===== config.mk =====
export PLATFORM = sky130hd
export DESIGN_NAME = indexed_list_insert_erase
export DESIGN_NICKNAME = d
export VERILOG_FILES = /design/src/rtl/ilie_pkg.sv /design/src/rtl/ilie_ram.sv /design/src/rtl/ilie_ctrl.sv /design/src/rtl/ilie_datapath.sv /design/src/rtl/indexed_list_insert_erase.sv
export SDC_FILE = /design/constraint.sdc
export NUM_CORES = 2
export LEC_CHECK = 0
export ABC_AREA = 0
export BUFFER_PORTS_ARGS = -buffer_cell sky130_fd_sc_hd__buf_4
export CAP_MARGIN = 20
export CORE_MARGIN = 2
export CORE_UTILIZATION = 40
export DETAILED_ROUTE_END_ITERATION = 8
export GPL_TIMING_DRIVEN = 1
export RECOVER_POWER = 100
export SLEW_MARGIN = 20
export SYNTH_ARGS = -nofsm -noshare
export SYNTH_HDL_FRONTEND = slang
export SYNTH_SLANG_ARGS = --single-unit

===== constraint.sdc =====
create_clock -name clk_i -period 6.2 [get_ports clk_i]
set_input_delay 1.24 -clock clk_i [delete_from_list [all_inputs] [get_ports clk_i]]
set_output_delay 1.24 -clock clk_i [all_outputs]
set_load 0.005 [all_outputs]

===== src/rtl/ilie_pkg.sv =====
// ----------------------------------------------------------------------------
// ilie_pkg
// Shared types and constants for the indexed list with insert and erase.
// ----------------------------------------------------------------------------
`default_nettype none

package ilie_pkg;

  localparam int unsigned DEPTH_DEF = 64;
  localparam int unsigned WIDTH_DEF = 32;

  localparam int unsigned MODE_W = 3;
  localparam int unsigned IDX_W  = 7;
  localparam int unsigned VAL_W  = 32;
  localparam int unsigned ST_W   = 2;
  localparam int unsigned CNT_W  = 7;

  typedef enum logic [MODE_W-1:0] {
    MODE_PUSH   = 3'd0,
    MODE_POP    = 3'd1,
    MODE_INSERT = 3'd2,
    MODE_ERASE  = 3'd3,
    MODE_READ   = 3'd4,
    MODE_CLEAR  = 3'd5
  } mode_e;

  typedef enum logic [ST_W-1:0] {
    ST_DONE  = 2'd0,
    ST_RANGE = 2'd1,
    ST_FULL  = 2'd2
  } status_e;

  typedef enum logic [1:0] {
    S_IDLE,
    S_SHIFT,
    S_FINAL,
    S_RESP
  } state_e;

  typedef struct packed {
    logic [MODE_W-1:0] mode;
    logic [IDX_W-1:0]  index;
    logic [VAL_W-1:0]  value_in;
  } req_t;

  typedef struct packed {
    logic [VAL_W-1:0] value_out;
    logic [ST_W-1:0]  status;
    logic [CNT_W-1:0] entry_count;
  } res_t;

  typedef struct packed {
    logic accept;
    logic shift;
    logic final_wr;
  } cmd_t;

  typedef struct packed {
    logic shift_needed;
    logic final_needed;
    logic last_move;
  } dp_status_t;

endpackage

`default_nettype wire


===== src/rtl/ilie_ram.sv =====
// ----------------------------------------------------------------------------
// ilie_ram
// Generic single-write, single-read RAM with registered read data.
// ----------------------------------------------------------------------------
`default_nettype none

module ilie_ram #(
  parameter int unsigned Width = 32,
  parameter int unsigned Depth = 64,
  localparam int unsigned AddrW = $clog2(Depth)
) (
  input  wire logic             clk_i,
  input  wire logic             we_i,
  input  wire logic [AddrW-1:0] waddr_i,
  input  wire logic [Width-1:0] wdata_i,
  input  wire logic [AddrW-1:0] raddr_i,
  output logic      [Width-1:0] rdata_o
);

  logic [Width-1:0] mem_q [Depth];

  always_ff @(posedge clk_i) begin
    if (we_i) begin
      mem_q[waddr_i] <= wdata_i;
    end
    rdata_o <= mem_q[raddr_i];
  end

endmodule

`default_nettype wire


===== src/rtl/ilie_ctrl.sv =====
// ----------------------------------------------------------------------------
// ilie_ctrl
// Controller: sequences accept, shift, final write and the result cycle.
// ----------------------------------------------------------------------------
`default_nettype none

module ilie_ctrl (
  input  wire logic                clk_i,
  input  wire logic                rst_ni,
  input  wire logic                start,
  input  wire ilie_pkg::dp_status_t dp_i,
  output ilie_pkg::cmd_t           cmd_o,
  output logic                     busy,
  output logic                     valid_o
);

  ilie_pkg::state_e state_q, state_d;

  always_ff @(posedge clk_i or negedge rst_ni) begin
    if (!rst_ni) begin
      state_q <= ilie_pkg::S_IDLE;
    end else begin
      state_q <= state_d;
    end
  end

  always_comb begin
    state_d = state_q;
    unique case (state_q)
      ilie_pkg::S_IDLE: begin
        if (start) begin
          state_d = dp_i.shift_needed ? ilie_pkg::S_SHIFT : ilie_pkg::S_RESP;
        end
      end
      ilie_pkg::S_SHIFT: begin
        if (dp_i.last_move) begin
          state_d = dp_i.final_needed ? ilie_pkg::S_FINAL : ilie_pkg::S_RESP;
        end
      end
      ilie_pkg::S_FINAL: state_d = ilie_pkg::S_RESP;
      ilie_pkg::S_RESP:  state_d = ilie_pkg::S_IDLE;
      default:           state_d = ilie_pkg::S_IDLE;
    endcase
  end

  always_comb begin
    cmd_o   = '0;
    busy    = 1'b1;
    valid_o = 1'b0;
    unique case (state_q)
      ilie_pkg::S_IDLE: begin
        busy         = 1'b0;
        cmd_o.accept = start;
      end
      ilie_pkg::S_SHIFT: cmd_o.shift    = 1'b1;
      ilie_pkg::S_FINAL: cmd_o.final_wr = 1'b1;
      ilie_pkg::S_RESP:  valid_o        = 1'b1;
      default:           busy           = 1'b1;
    endcase
  end

  a_accept_busy: assert property (@(posedge clk_i) disable iff (!rst_ni)
    (start && !busy) |=> busy)
    else $error("transfer accepted but block not busy");

  a_single_strobe: assert property (@(posedge clk_i) disable iff (!rst_ni)
    valid_o |=> (!valid_o && !busy))
    else $error("result strobe longer than one cycle");

endmodule

`default_nettype wire


===== src/rtl/ilie_datapath.sv =====
// ----------------------------------------------------------------------------
// ilie_datapath
// Datapath: entry count, decode, shift pointers and the entry RAM.
// ----------------------------------------------------------------------------
`default_nettype none

module ilie_datapath #(
  parameter int unsigned DEPTH = ilie_pkg::DEPTH_DEF,
  parameter int unsigned WIDTH = ilie_pkg::WIDTH_DEF
) (
  input  wire logic                 clk_i,
  input  wire logic                 rst_ni,
  input  wire ilie_pkg::req_t       req_i,
  input  wire ilie_pkg::cmd_t       cmd_i,
  output ilie_pkg::dp_status_t      dp_o,
  output ilie_pkg::res_t            res_o
);

  localparam int unsigned AddrW = $clog2(DEPTH);
  localparam int unsigned CntW  = $clog2(DEPTH + 1);
  localparam int unsigned IdxW  = ilie_pkg::IDX_W;
  localparam int unsigned CmpW  = (CntW > IdxW) ? CntW : IdxW;
  localparam int unsigned OutVW = ilie_pkg::VAL_W;
  localparam int unsigned OutCW = ilie_pkg::CNT_W;

  logic [CntW-1:0]   count_q, count_d;
  logic [CntW-1:0]   moves_q, moves_d;
  logic [AddrW-1:0]  wr_ptr_q, wr_ptr_d;
  logic [AddrW-1:0]  rd_ptr_q, rd_ptr_d;
  logic [AddrW-1:0]  idx_q, idx_d;
  logic [WIDTH-1:0]  val_q, val_d;
  logic              dir_up_q, dir_up_d;
  logic              ins_q, ins_d;
  logic              rsel_q, rsel_d;
  ilie_pkg::status_e status_q, status_d;

  logic              we;
  logic [AddrW-1:0]  waddr, raddr;
  logic [WIDTH-1:0]  wdata, rdata;
  logic              shift_req;

  logic [CmpW-1:0]   cnt_x, idx_x;
  logic [CntW-1:0]   cnt_m1;
  logic              full, empty;

  assign cnt_x  = CmpW'(count_q);
  assign idx_x  = CmpW'(req_i.index);
  assign cnt_m1 = count_q - CntW'(1);
  assign full   = (count_q == CntW'(DEPTH));
  assign empty  = (count_q == '0);

  always_comb begin
    count_d   = count_q;
    moves_d   = moves_q;
    wr_ptr_d  = wr_ptr_q;
    rd_ptr_d  = rd_ptr_q;
    idx_d     = idx_q;
    val_d     = val_q;
    dir_up_d  = dir_up_q;
    ins_d     = ins_q;
    rsel_d    = rsel_q;
    status_d  = status_q;
    we        = 1'b0;
    waddr     = wr_ptr_q;
    wdata     = rdata;
    raddr     = rd_ptr_q;
    shift_req = 1'b0;

    if (cmd_i.accept) begin
      status_d = ilie_pkg::ST_DONE;
      rsel_d   = 1'b0;
      ins_d    = 1'b0;
      idx_d    = AddrW'(idx_x);
      val_d    = WIDTH'(req_i.value_in);
      unique case (ilie_pkg::mode_e'(req_i.mode))
        ilie_pkg::MODE_PUSH: begin
          if (full) begin
            status_d = ilie_pkg::ST_FULL;
          end else begin
            we      = 1'b1;
            waddr   = AddrW'(count_q);
            wdata   = WIDTH'(req_i.value_in);
            count_d = count_q + CntW'(1);
          end
        end
        ilie_pkg::MODE_POP: begin
          if (empty) begin
            status_d = ilie_pkg::ST_RANGE;
          end else begin
            raddr   = AddrW'(cnt_m1);
            rsel_d  = 1'b1;
            count_d = cnt_m1;
          end
        end
        ilie_pkg::MODE_INSERT: begin
          if (idx_x > cnt_x) begin
            status_d = ilie_pkg::ST_RANGE;
          end else if (full) begin
            status_d = ilie_pkg::ST_FULL;
          end else begin
            count_d = count_q + CntW'(1);
            if (idx_x == cnt_x) begin
              we    = 1'b1;
              waddr = AddrW'(idx_x);
              wdata = WIDTH'(req_i.value_in);
            end else begin
              raddr     = AddrW'(cnt_m1);
              rd_ptr_d  = AddrW'(cnt_m1) - AddrW'(1);
              wr_ptr_d  = AddrW'(count_q);
              moves_d   = CntW'(cnt_x - idx_x);
              dir_up_d  = 1'b0;
              ins_d     = 1'b1;
              shift_req = 1'b1;
            end
          end
        end
        ilie_pkg::MODE_ERASE: begin
          if (idx_x >= cnt_x) begin
            status_d = ilie_pkg::ST_RANGE;
          end else begin
            count_d = cnt_m1;
            if ((idx_x + CmpW'(1)) != cnt_x) begin
              raddr     = AddrW'(idx_x + CmpW'(1));
              rd_ptr_d  = AddrW'(idx_x + CmpW'(2));
              wr_ptr_d  = AddrW'(idx_x);
              moves_d   = CntW'(cnt_x - idx_x - CmpW'(1));
              dir_up_d  = 1'b1;
              shift_req = 1'b1;
            end
          end
        end
        ilie_pkg::MODE_READ: begin
          if (idx_x >= cnt_x) begin
            status_d = ilie_pkg::ST_RANGE;
          end else begin
            raddr  = AddrW'(idx_x);
            rsel_d = 1'b1;
          end
        end
        ilie_pkg::MODE_CLEAR: begin
          count_d = '0;
        end
        default: begin
          status_d = ilie_pkg::ST_RANGE;
        end
      endcase
    end else if (cmd_i.shift) begin
      we      = 1'b1;
      waddr   = wr_ptr_q;
      wdata   = rdata;
      raddr   = rd_ptr_q;
      moves_d = moves_q - CntW'(1);
      if (dir_up_q) begin
        wr_ptr_d = wr_ptr_q + AddrW'(1);
        rd_ptr_d = rd_ptr_q + AddrW'(1);
      end else begin
        wr_ptr_d = wr_ptr_q - AddrW'(1);
        rd_ptr_d = rd_ptr_q - AddrW'(1);
      end
    end else if (cmd_i.final_wr) begin
      we    = 1'b1;
      waddr = idx_q;
      wdata = val_q;
    end
  end

  always_ff @(posedge clk_i or negedge rst_ni) begin
    if (!rst_ni) begin
      count_q  <= '0;
      moves_q  <= '0;
      dir_up_q <= 1'b0;
      ins_q    <= 1'b0;
      rsel_q   <= 1'b0;
      status_q <= ilie_pkg::ST_DONE;
    end else begin
      count_q  <= count_d;
      moves_q  <= moves_d;
      dir_up_q <= dir_up_d;
      ins_q    <= ins_d;
      rsel_q   <= rsel_d;
      status_q <= status_d;
    end
  end

  always_ff @(posedge clk_i) begin
    wr_ptr_q <= wr_ptr_d;
    rd_ptr_q <= rd_ptr_d;
    idx_q    <= idx_d;
    val_q    <= val_d;
  end

  ilie_ram #(
    .Width(WIDTH),
    .Depth(DEPTH)
  ) u_ram (
    .clk_i  (clk_i),
    .we_i   (we),
    .waddr_i(waddr),
    .wdata_i(wdata),
    .raddr_i(raddr),
    .rdata_o(rdata)
  );

  assign dp_o.shift_needed = shift_req;
  assign dp_o.final_needed = ins_q;
  assign dp_o.last_move    = (moves_q == CntW'(1));

  assign res_o.value_out   = rsel_q ? OutVW'(rdata) : '0;
  assign res_o.status      = status_q;
  assign res_o.entry_count = OutCW'(count_q);

  a_count_bound: assert property (@(posedge clk_i) disable iff (!rst_ni)
    count_q <= CntW'(DEPTH))
    else $error("entry count beyond depth");

  a_shift_moves: assert property (@(posedge clk_i) disable iff (!rst_ni)
    cmd_i.shift |-> (moves_q != '0))
    else $error("shift step with no moves left");

  a_rsel_done: assert property (@(posedge clk_i) disable iff (!rst_ni)
    rsel_q |-> (status_q == ilie_pkg::ST_DONE))
    else $error("data returned with error status");

endmodule

`default_nettype wire


===== src/rtl/indexed_list_insert_erase.sv =====
// ----------------------------------------------------------------------------
// indexed_list_insert_erase
// Position-ordered list with push, pop, insert, erase, read and clear.
// ----------------------------------------------------------------------------
// Sequence: push, pop, read, clear and errors go from accept to the result
//   strobe; insert shifts (count - index) entries up one entry per cycle, then
//   writes the new value (no shift when index equals count); erase shifts
//   (count - 1 - index) entries down. Start is taken only while busy is low.
// The result strobe lasts one cycle and cannot be stalled.
// Reset clears the count and controller; entry storage is not cleared.
`default_nettype none

module indexed_list_insert_erase #(
  parameter int unsigned DEPTH = ilie_pkg::DEPTH_DEF,
  parameter int unsigned WIDTH = ilie_pkg::WIDTH_DEF
) (
  input  wire logic           clk_i,
  input  wire logic           rst_ni,
  input  wire logic           start,
  input  wire ilie_pkg::req_t req_i,
  output logic                busy,
  output logic                valid_o,
  output ilie_pkg::res_t      res_o
);

  ilie_pkg::cmd_t       cmd;
  ilie_pkg::dp_status_t dp_status;

  ilie_ctrl u_ctrl (
    .clk_i  (clk_i),
    .rst_ni (rst_ni),
    .start  (start),
    .dp_i   (dp_status),
    .cmd_o  (cmd),
    .busy   (busy),
    .valid_o(valid_o)
  );

  ilie_datapath #(
    .DEPTH(DEPTH),
    .WIDTH(WIDTH)
  ) u_datapath (
    .clk_i (clk_i),
    .rst_ni(rst_ni),
    .req_i (req_i),
    .cmd_i (cmd),
    .dp_o  (dp_status),
    .res_o (res_o)
  );

endmodule

`default_nettype wire

==> results.yml <==
cells_and_area:
  fill_cells: 18900
  final_cell_count_no_fill: 9575
  final-seq-area_um2: 64200
  area_growth_pct: 15.3
  drive_above_1_share: 0.132
  multi_input_area_um2: 22200
  design_area_um2: 101000
  layout_common_cells: "2098 x edfxtp_1, 1197 x nand2_1, 468 x mux2i_1, 455 x nand3_1, 278 x buf_4"
  finish.net_count: 6609
  layout_commonest_cell: "edfxtp_1"
clocking:
  post-cts-setup-buffers: 0
  cts_num_sinks: 2151
  path_clk_slew_ps: 70
  cts_root_buffer: "clkbuf_16"
  tritoncts: "yes"
  ctsHoldBuffers: 0
  clockBufferDepth: 3
  numCtsBuffers: 212
  worstSkewPairLatency_ps: 860
  post_cts_resized: 0
  cts_htree_levels: 4
synth:
  synth_top_flop_cell: "edfxtp_1"
  netlist_instances: 6185
  ys_seq_area_frac: 0.732
  synth_edf_count: 2098
  syn_nets: 6262
  synth.top_cell.area_share: 0.719
  synth_async_sr_flop_share: 0.00976
  synth.avg_cell_area_um2: 14.2
  synth.distinct_cells: 90
  ys_warn_count: 0
  yosysTopAreaCell: "edfxtp_1"
  yosys-top-cells-area: "edfxtp_1 72%, mux2i_1 5.3%, nand2_1 5.1%, nand3_1 2.6%, buf_2 1.3%"
  syn-cell-area_um2: 87700
  synth-seq-cells: 2151
routing:
  wl_um: 305000
  drt_first_pass_iters: 9
  drt-initial-drc-count: 8672
  ant_nets: 0
  vias_per_cell: 6.16
  vias: 59000
  drc: 1
  wl_per_cell_um: 31.8
timing:
  rsz0062_at_grt: "no"
  fmax_ghz: 0.160
  worst_pin_slew_ps: 1910
  tns_ps: -39.5
  relSlewSlack: -0.271
  period_share: 1.01
  fin_skew_ps: 58.6
  hold-worst-slack_ps: 499
  setup_viol: 1
  hold_violations: 0
  period_needed_ps: 6240
  setup_ws_ps: -39.5
  slew_viol_final: 368
setup_path:
  crit_arrival_ps: 7040
  r2r_slack_ps: 60
  worstPathRequired_ps: 7010
  crit_path_start_kind: "input pin"
  end_kind: "flip-flop"
  crit_fanout: 14
  path_class: "input pin to flip-flop"
place:
  place_ws_ps: -124
  place.gp.congestion: 0.933
  place_area_um2: 95300
  dp_hpwl_um: 183000
  dp.cells: 9172
  port_buffers: 87
floorplanning:
  io_pins: 88
  die_height_um: 472
  die_x_um: 472
  rows: 171
  coreArea_um2: 218000
  die_area_um2: 223000
  start_util: 0.403
global_route:
  grt_max_degree: 88
  met1_usage: 0.375
  grt_overflow: 0
  use_met3: 0.0624
  grt_usage: 0.267
  grt_pass1_wl_um: 424000
  grt_use_met2: 0.402
  grt_pass1_vias: 54900
  antenna_found_initial: 17
  grt_busiest_layer: "met2"
power_and_ir_drop:
  p_clk_frac: 0.231
  p_per_area_nw_per_um2: 546
  intPower_mw: 33.6
  irDropWorstVdd_mv: 0.404
  power_switching_mw: 21.5
  cellLeakagePower_nw: 34.6
  seqPwrFrac: 0.394
  combinationalPowerShare: 0.375
  switching_share: 0.390
min_path:
  worstHoldPathType: "flip-flop to flip-flop"
status:
  violations: "design-rule violations, max-capacitance violations, max-slew violations, negative setup slack"
  outcome: "finished with violations"
flow_run:
  maxCapViolCount: 9
[area by class of cell]
class	instances	area share
diodes	7	0.000173
flip-flops and latches	2151	0.635
clock inverters	129	0.0125
multi-input cells	3625	0.220
clock buffers	267	0.0550
well taps	2854	0.0353
inverters	26	0.000978
repair buffers	516	0.0417
[cell families (layout without fill, tap and decap cells)]
kind of cell / Yosys count / after routing / share of synthesized area
multiplexers: 476 / 476 / 0.0545
AND/OR/NAND/NOR: 2155 / 2155 / 0.108
other: 0 / 7 / 0
AO/OA/AOI/OAI: 920 / 920 / 0.0748
flip-flops: 2151 / 2151 / 0.732
XOR/XNOR: 42 / 42 / 0.00420
adder cells (fa/ha/maj): 32 / 32 / 0.00482
buffers and inverters: 409 / 938 / 0.0219
[Yosys cell counts, types with 21 or more instances]
| cell type | count |
|---|---|
| buf_4 | 22 |
| a211oi_1 | 93 |
| o31a_1 | 70 |
| nand3_1 | 455 |
| nand4_1 | 58 |
| nand2_1 | 1198 |
| dfxtp_1 | 32 |
| buf_1 | 27 |
| mux2i_1 | 468 |
| and4_1 | 28 |
| buf_2 | 235 |
| dfrtp_1 | 21 |
| a32oi_1 | 30 |
| xnor2_1 | 27 |
| a2111oi_0 | 22 |
| a31oi_1 | 66 |
| a21oi_1 | 158 |
| edfxtp_1 | 2098 |
| inv_1 | 24 |
| nor2_1 | 236 |
| and2_1 | 39 |
| a311oi_1 | 90 |
| o22ai_1 | 117 |
| clkbuf_1 | 98 |
| nor4_1 | 25 |
| o21ai_0 | 76 |
| nor3_1 | 33 |
| ha_1 | 29 |
[registers in the layout (all words and copies together) (netlist names), 6 cells and up]
signal                    count
u_datapath.cnt_x              7
u_datapath.u_ram.rdata_o     32
u_datapath.val_q             32
u_datapath.moves_q            7
u_datapath.u_ram.mem_q     2048
u_datapath.rd_ptr_q           6
u_datapath.wr_ptr_q           6
u_datapath.idx_q              6
[metrics by stage]
| stage | total power [mW] | utilization |
|---|---|---|
| detailed placement | 42.4 | 0.438 |
| CTS | 55.0 | 0.469 |
| global route | 57.0 | 0.465 |
| floorplan | 32.5 | - |
| global placement | 42.1 | 0.438 |
| finish | 55.2 | 0.465 |
[worst paths after layout]
kind                                         from                      endpoint  depth (start not counted)
max                                     req_i[33]  u_datapath.u_ram.rdata_o[23]                         15
min                        u_datapath.status_q[1]        u_datapath.status_q[1]                          1
max reg2reg                   u_datapath.cnt_x[0]  u_datapath.u_ram.rdata_o[23]                         14
min reg2reg                u_datapath.status_q[1]        u_datapath.status_q[1]                          1
max in group asynchronous                  rst_ni           u_datapath.cnt_x[6]                          1
min in group asynchronous                  rst_ni             u_ctrl.state_q[0]                          1
[critical path, cell delays in order]
cell,delay [ps]
clkbuf_1,480
inv_1,230
ha_1,360
and3b_1,210
o21ai_0,290
a21oi_1,160
a31oi_2,370
nor3_1,130
nor4_1,630
clkbuf_2,680
nand2_1,590
nor2_1,790
a32oi_1,130
mux2i_1,520
or4_1,190
[per-layer routing]
layer | part of all wire | routed length (um)
met1 | 0.39 | 120000
met2 | 0.44 | 135000
met4 | 0.042 | 12800
met3 | 0.12 | 37400
met5 | 0.000089 | 27
[power groups by stage]
| stage | Sequential [mW] | Combinational [mW] | Clock (mW) |
|---|---|---|---|
| final | 21.7 | 20.7 | 12.8 |
| after global routing | 21.8 | 21.7 | 13.4 |
| after CTS | 21.5 | 20.7 | 12.9 |
| after detailed placement | 21.8 | 20.6 | 0 |
| after global placement | 21.8 | 20.3 | 0 |
| after floorplan | 21.6 | 10.9 | 0 |
Power figures use the tool's default switching activity.
